**src/rtl/lra_pkg.sv**
```systemverilog
// Shared types, codes and fixed-point helpers for the low-rank adapter engine.
// Used by lra_acc and low_rank_adapter_engine; depends on nothing.
`default_nettype none

package lra_pkg;

  localparam int DEF_MAX_LAYERS  = 4;
  localparam int DEF_MAX_IN_DIM  = 256;
  localparam int DEF_MAX_OUT_DIM = 256;
  localparam int DEF_MAX_RANK    = 16;

  typedef enum logic [2:0] {
    OP_WR_A     = 3'd0,
    OP_WR_B     = 3'd1,
    OP_FWD_X    = 3'd2,
    OP_FWD_OUT  = 3'd3,
    OP_BWD_X    = 3'd4,
    OP_BWD_GOUT = 3'd5,
    OP_BWD_GIN  = 3'd6,
    OP_RD_GRAD  = 3'd7
  } op_t;

  localparam logic [1:0] ST_OK        = 2'd0;
  localparam logic [1:0] ST_BAD_LAYER = 2'd1;
  localparam logic [1:0] ST_BAD_INDEX = 2'd2;

  localparam logic [2:0] REG_LAYERS  = 3'd0;
  localparam logic [2:0] REG_IN_DIM  = 3'd1;
  localparam logic [2:0] REG_OUT_DIM = 3'd2;
  localparam logic [2:0] REG_RANK    = 3'd3;
  localparam logic [2:0] REG_SCALE   = 3'd4;

  typedef struct packed {
    logic clr_proj;
    logic clr_bproj;
    logic add_proj;
    logic add_bproj;
  } acc_cmd_t;

  // Q16.16 product realignment; arithmetic shift is a floor.
  function automatic logic signed [63:0] floor16(input logic signed [63:0] v);
    floor16 = v >>> 16;
  endfunction

  function automatic logic signed [31:0] sat32(input logic signed [63:0] v);
    if (v > 64'sd2147483647) begin
      sat32 = 32'sh7FFFFFFF;
    end else if (v < -64'sd2147483648) begin
      sat32 = 32'sh80000000;
    end else begin
      sat32 = v[31:0];
    end
  endfunction

  function automatic logic signed [63:0] sadd64(input logic signed [63:0] a,
                                                input logic signed [63:0] b);
    logic signed [64:0] s;
    s = {a[63], a} + {b[63], b};
    if (s[64] != s[63]) begin
      sadd64 = s[64] ? {1'b1, 63'd0} : {1'b0, {63{1'b1}}};
    end else begin
      sadd64 = s[63:0];
    end
  endfunction

endpackage

`default_nettype wire

```
**src/rtl/lra_acc.sv**
```systemverilog
// Rank projection and back-projection accumulator banks (64-bit, saturating).
// Depends on lra_pkg for acc_cmd_t and the fixed-point helpers.
`default_nettype none

module lra_acc import lra_pkg::*; #(
  parameter int MAX_RANK = DEF_MAX_RANK,
  localparam int RW = (MAX_RANK > 1) ? $clog2(MAX_RANK) : 1
) (
  input  wire logic                clk,
  input  wire logic                rst_n,
  input  wire acc_cmd_t            cmd,
  input  wire logic [RW-1:0]       idx,
  input  wire logic signed [63:0]  addend,
  output logic signed [31:0]       proj_q,
  output logic signed [31:0]       bproj_q
);

  logic signed [63:0] proj_r  [MAX_RANK];
  logic signed [63:0] bproj_r [MAX_RANK];

  always_ff @(posedge clk) begin
    if (!rst_n) begin
      for (int i = 0; i < MAX_RANK; i++) begin
        proj_r[i]  <= '0;
        bproj_r[i] <= '0;
      end
    end else begin
      if (cmd.clr_proj) begin
        for (int i = 0; i < MAX_RANK; i++) proj_r[i] <= '0;
      end else if (cmd.add_proj) begin
        proj_r[idx] <= sadd64(proj_r[idx], addend);
      end
      if (cmd.clr_bproj) begin
        for (int i = 0; i < MAX_RANK; i++) bproj_r[i] <= '0;
      end else if (cmd.add_bproj) begin
        bproj_r[idx] <= sadd64(bproj_r[idx], addend);
      end
    end
  end

  assign proj_q  = sat32(proj_r[idx]);
  assign bproj_q = sat32(bproj_r[idx]);

endmodule

`default_nettype wire

```
**config.mk**
```make
export PLATFORM = sky130hd
export DESIGN_NAME = lra_acc
export DESIGN_NICKNAME = d
export VERILOG_FILES = /design/src/rtl/lra_pkg.sv /design/src/rtl/lra_acc.sv
export SDC_FILE = /design/constraint.sdc
export NUM_CORES = 2
export LEC_CHECK = 0
export ABC_AREA = 1
export BUFFER_PORTS_ARGS = -buffer_cell sky130_fd_sc_hd__buf_2
export CORE_UTILIZATION = 32
export DETAILED_ROUTE_END_ITERATION = 7
export PLACE_DENSITY = 0.55
export SLEW_MARGIN = 40
export SYNTH_ARGS = -nofsm -noshare
export SYNTH_HDL_FRONTEND = slang
export SYNTH_SLANG_ARGS = --single-unit
```
**constraint.sdc**
```tcl
create_clock -name clk -period 12.95 [get_ports clk]
set_input_delay 2.59 -clock clk [delete_from_list [all_inputs] [get_ports clk]]
set_output_delay 2.59 -clock clk [all_outputs]
set_load 0.005 [all_outputs]
```
* After elaboration in Yosys (flattened, before gate mapping)
Memories as Yosys holds them, arrays and structs flattened.
Cells that the tools add are included.
** Word-level totals
- Flip-flop bits (word level) :: 0
- Memories kept :: 2
- Word-level logic and storage cells :: 111
- Bits in writable memories :: 2048
** Memories
- bproj_r :: words 16, width 64, read ports 1, clocked after Yosys merged registers in 0, wr ports 16, line lra_acc.sv:19 : logic signed [63:0] bproj_r [MAX_RANK];
- proj_r :: words 16, width 64, read ports 1, clocked after Yosys merged registers in 0, wr ports 16, line lra_acc.sv:18 : logic signed [63:0] proj_r [MAX_RANK];
** Operators by class
- Muxes and demuxes :: 67
- Order comparisons :: 4
- Bitwise operators :: 32
- Add/subtract/negate cells :: 2
- Reduce and logical (&&, ||, !) cells :: 2
- Equality and inequality tests :: 2
** Operators with widths (count)
- 64-bit 2-to-1 mux :: 44
- 64-bit by 64-bit adder with 65-bit output :: 2
- 64-bit by 32-bit greater-than comparator with 1-bit output, second input constant :: 2
- 64-bit by 32-bit less-than comparator with 1-bit output, second input constant :: 2
- 32-bit 2-to-1 mux :: 4
- 64-bit OR reduction :: 2
- 1-bit bitwise OR :: 32
- 1-bit 2-to-1 mux :: 17
- 4-bit 2-to-1 mux :: 2
- 1-bit != test :: 2

* Longest topological paths before layout
An unclocked memory read counts as a cell.
- Depth in word-level cells :: 8
- Mapped depth :: 32

* Worst setup path after synthesis
Ideal clock, no wire load.
- Path kind :: input-to-output
- Start :: input port idx[0]
- End :: output port bproj_q[17]
- Arrival :: 4.346 ns
- Stages on the path :: 12
- Data required time :: 10.360 ns
- Slack :: 6.014 ns
- Cells stage by stage :: buf_4 -> nand2_1 -> inv_2 -> buf_2 -> buf_2 -> clkbuf_1 -> clkbuf_1 -> a22oi_1 -> a21oi_1 -> a2111o_1 -> nand2_1 -> nand2_1
** On the way
- Cells in the longest elaborated chain, start to end :: 4
- Elaborated cells between the ends (all ways) :: 5
** RTL lines
- start: declaration :: line lra_acc.sv:12 : input wire logic [RW-1:0] idx,
- memory 16 x 64 bit (*)
- 64-bit by 32-bit less-than comparator with 1-bit output :: line lra_pkg.sv:48 : end else if (v < -64'sd2147483648) begin
- 32-bit 2-to-1 mux :: line lra_pkg.sv:48
- 32-bit 2-to-1 mux (*) :: line lra_pkg.sv:46 : if (v > 64'sd2147483647) begin
- end: declaration :: line lra_acc.sv:15 : output logic signed [31:0] bproj_q
Every way passes the cells marked *; elsewhere a longest branch is shown, timed or not.

* Worst setup path in the final report
- Start :: input port idx[1]
- End :: output port bproj_q[0]
Same word-level chain as after synthesis.

==> qor.tcl <==
set qor(ys.warnings.count) 0
set qor(postCtsSetupBuffers) 0
set qor(worstMarginPinSlew_ns) 1.08
set qor(whs_endpoint) {proj_r[0][0]}
set qor(crit_path_start_kind) {input pin}
set qor(setup.worst_path.start) {idx[1]}
set qor(worst_hold_path.num_cells) 6
set qor(gp_routability_congestion) 0.997
set qor(max-vdd-ir-drop_mv) 0.108
set qor(detail_route.first_pass.iterations) 6
set qor(clk_path_buf_depth) 4
set qor(syn-instance-count) 10704
set qor(grt_antenna_before_repair) 71
set qor(chipHeight_um) 577
set qor(post_route_drc) 0
set qor(yosys-mux-area-fraction_pct) 0
set qor(cts_tree) {done}
set qor(io_buffer_count) 137
set qor(final.period_utilization_pct) 75.8
set qor(post_synth_fa_ha_maj_area_fraction_pct) 1.55
set qor(reg2reg_depth) 21
set qor(clock_tree.root_cell) {clkbuf_16}
set qor(layout.nets) 10596
set qor(fmax_ghz) 0.102
set qor(row_count) 210
set qor(routed_wirelength_um) 412000
set qor(synthArstFlopShare_pct) 0
set qor(finalMaxSlewViolations) 0
set qor(holdBufCountCts) 0
set qor(core_um2) 328000
set qor(layout-drive-gt1-share_pct) 12.5
set qor(grt_pass1_vias) 77623
set qor(yosys_register_bits) 2048
set qor(timing.critical_path.slowest_stage_cell) {buf_4}
set qor(hold_class) {reg2reg}
set qor(multiInputGateArea_um2) 38200
set qor(drt.antenna.violating_nets) 0
set qor(critPathMostFrequentCell) {nand2_1}
set qor(syn-num-nets) 10908
set qor(synthSimpleGateAreaFrac_pct) 17.7
set qor(die-area_um2) 333000
set qor(grt.overflow.total) 0
set qor(h-tree-depth) 4
set qor(largest_net_degree_at_the_start_of_global_routing) 201
set qor(timing.max_slew.rel_slack_pct) 28.2
set qor(share_comb_of_total_power_pct) 19.7
set qor(synth_compound_gate_area_share_pct) 15.5
set qor(routed_wire_length_per_instance_um) 27.6
set qor(p_seq_share_pct) 44.3
set qor(cap_viol_max_count) 0
set qor(fin_crit_ns) 9.82
set qor(rsz_0062_raised_after_global_routing) {no}
set qor(clk_latency_worst_skew_pair_ns) 0.91
set qor(cellInternalPower_w) 0.0117
set qor(synth_top_family_by_area) {simple AND/OR/NAND/NOR gates}
set qor(worst_ep_arrival_time_ns) 7.23
set qor(synth-seq-area-share_pct) 58.2
set qor(ff2ff_setup_slack_ns) 7.62
set qor(finClkSkew_ns) 0.0452
set qor(cellLeakagePower_nw) 46.1
set qor(crit_path_cell_trace) {buf_2 -> inv_4 -> nor2_8 -> buf_4 -> nand2_1 -> nand4_1 -> nand2_1 -> nand2_1 -> inv_1 -> nand2_1 -> nand2_1 -> nor2_1 -> nand2_1 -> nor2_1 -> nand2_1 -> nand2_1 -> buf_4 -> nand2_1 -> nand2_1 -> buf_2}
set qor(total_area_of_sequential_cells_um2) 61500
set qor(synth-xor-area-share_pct) 0.613
set qor(cp_top_family) {simple AND/OR/NAND/NOR gates}
set qor(drt_iter0_drc) 10239
set qor(synth_area_per_cell_um2) 9.88
set qor(r2r_end) {proj_r[12][47]}
set qor(synth_enable_flop_cells) 2048
set qor(netlist-cell-type-count) 44
set qor(switchingPower_w) 0.00559
set qor(finalSetupTns_ns) 0
set qor(synth_top_flop_cell) {edfxtp_1}
set qor(finalSetupViolations) 0
set qor(grt_usage_pct) 23.9
set qor(final_core_utilization_pct) 35.7
set qor(critPathBufInv) 6
set qor(fill_cells) 33112
set qor(critical_path_cell_count) 20
set qor(worstHoldStart) {proj_r[6][0]}
set qor(post_cts.resized_instances) 0
set qor(cp-end-kind) {output pin}
set qor(final_cell_mix) {nand2_1 (2939), edfxtp_1 (2048), a21oi_1 (1114)}
set qor(die_w_um) 577
set qor(worstSetupPathType) {in2out}
set qor(power_frac_clock_pct) 36.0
set qor(power_per_cell_area_nw_per_um2) 148
set qor(start_util_pct) 32.2
set qor(critical_path.max_fanout) 52
set qor(cp_slowest_stage_delay_ns) 0.70
set qor(final_common_cell) {nand2_1}
set qor(timing.rr.start) {proj_r[2][63]}
set qor(io-pin-count) 138
set qor(tritoncts_num_sinks) 2048
set qor(area_growth_pct) 10.6
set qor(syn-cell-area_um2) 106000
set qor(outcome) {finished clean}
set qor(post-dp-hpwl_um) 248000
set qor(routed_via_density) 5.52
set qor(worst_ep_required_time_ns) 10.36
set qor(cts-buffers-inserted) 223
set qor(clk_transition_reported_paths_ns) 0.06
set qor(switching_share_of_total_power_pct) 32.3
set qor(report.final.hold_viol_count) 0
set qor(num_vias) 82448
set qor(grt_pass1_wl_um) 577000
[cell usage after synthesis, types with 3 or more instances]
cell type	instances	share of area (%)
a21oi_1	1114	5.3
inv_1	591	2.1
buf_8	5	0.071
buf_4	48	0.34
nor4_1	4	0.024
nand2_4	37	0.39
xnor2_1	4	0.033
buf_2	241	1.1
nor3_1	34	0.16
a21oi_2	484	4.0
a2111o_1	60	0.64
o21ai_0	75	0.35
buf_1	50	0.18
ha_1	128	1.5
nand2_2	69	0.41
a22oi_1	498	3.5
a21boi_0	121	0.86
nand3b_1	9	0.064
a21oi_4	40	0.62
and2_1	3	0.018
nand4_1	185	1.1
nor2_8	3	0.057
nor2_2	14	0.083
nand3_1	252	1.2
clkbuf_1	370	1.3
o21bai_1	27	0.19
xor2_1	70	0.58
nor3_2	3	0.028
inv_2	11	0.039
edfxtp_1	2048	58
nor2_1	996	3.5
buf_6	117	1.2
nand2_1	2974	11
[worst register-to-register path, stage by stage (launching register included)]
cell      delay (ns)
edfxtp_1        0.39
nand2_1         0.08
nand4_1         0.08
nand2_1         0.07
nand2_1         0.05
nor2_1          0.58
inv_1           0.28
ha_1            0.52
inv_1           0.19
nor3_1          0.27
and2_1          0.20
nand2_1         0.10
nor2_1          0.16
nand2_2         0.08
nand2_1         0.07
nand2_2         0.06
nand2_4         0.13
nor2_8          0.10
buf_12          0.20
inv_12          0.44
buf_4           0.76
a21oi_1         0.20
[metrics by stage]
stage	area (um^2)	hold slack [ns]	worst slack (ns)	instances	power [W]
6_report	117000	1.34	3.13	14939	0.0173
5_1_grt	117000	1.42	2.99	14931	0.0178
4_1_cts	117000	1.39	3.16	14905	0.0173
3_5_place_dp	110000	1.37	3.17	14505	0.0111
3_3_place_gp	109000	1.35	3.05	14490	0.0111
2_1_floorplan	106000	0.975	6.01	10704	0.0102
[how the worst max path moves through the flow]
stage / endpoint / slack (ns)
detailed placement: bproj_q[0] / 3.17
finish: bproj_q[0] / 3.13
CTS: bproj_q[0] / 3.16
global route: bproj_q[0] / 2.99
global placement: proj_q[1] / 3.05
floorplan: bproj_q[17] / 6.01
[cells by family after synthesis]
group                    Yosys count
adder cells (fa/ha/maj)          130
AND/OR/NAND/NOR                 4596
buffers and inverters           1436
AO/OA/AOI/OAI                   2420
flip-flops                      2048
XOR/XNOR                          74
[flip-flops by register name, indices dropped and copies added, names as in the netlist]
signal   count
bproj_r   1024
proj_r    1024
[routing by layer]
metal / global-route usage, % / vias to the layer above / routed length, um
li1: - / 36413 / -
met1: 30.9 / 41103 / 164000
met2: 39.4 / 4044 / 195000
met3: 4.16 / 860 / 35000
met4: 9.86 / 28 / 17500
met5: 0.502 / - / 385
[power by group through the flow]
stage	combinational (W)	clock (W)	sequential (W)
finish	0.00342	0.00622	0.00766
CTS	0.00335	0.00625	0.00766
detailed placement	0.00334	0	0.00780
global placement	0.00332	0	0.00780
floorplan	0.00242	0	0.00780
global route	0.00359	0.00647	0.00769
[cell type report]
cell class                      instances  area share [%]
Sequential cell                      2048            52.6
Multi-Input combinational cell       7220            32.7
Clock buffer                          277            5.02
Tap cell                             4346            4.65
Timing Repair Buffer                  295            2.21
Inverter                              604            1.97
Clock inverter                        123           0.841
Antenna cell                           26          0.0556
(Power assumes the default switching activity.)
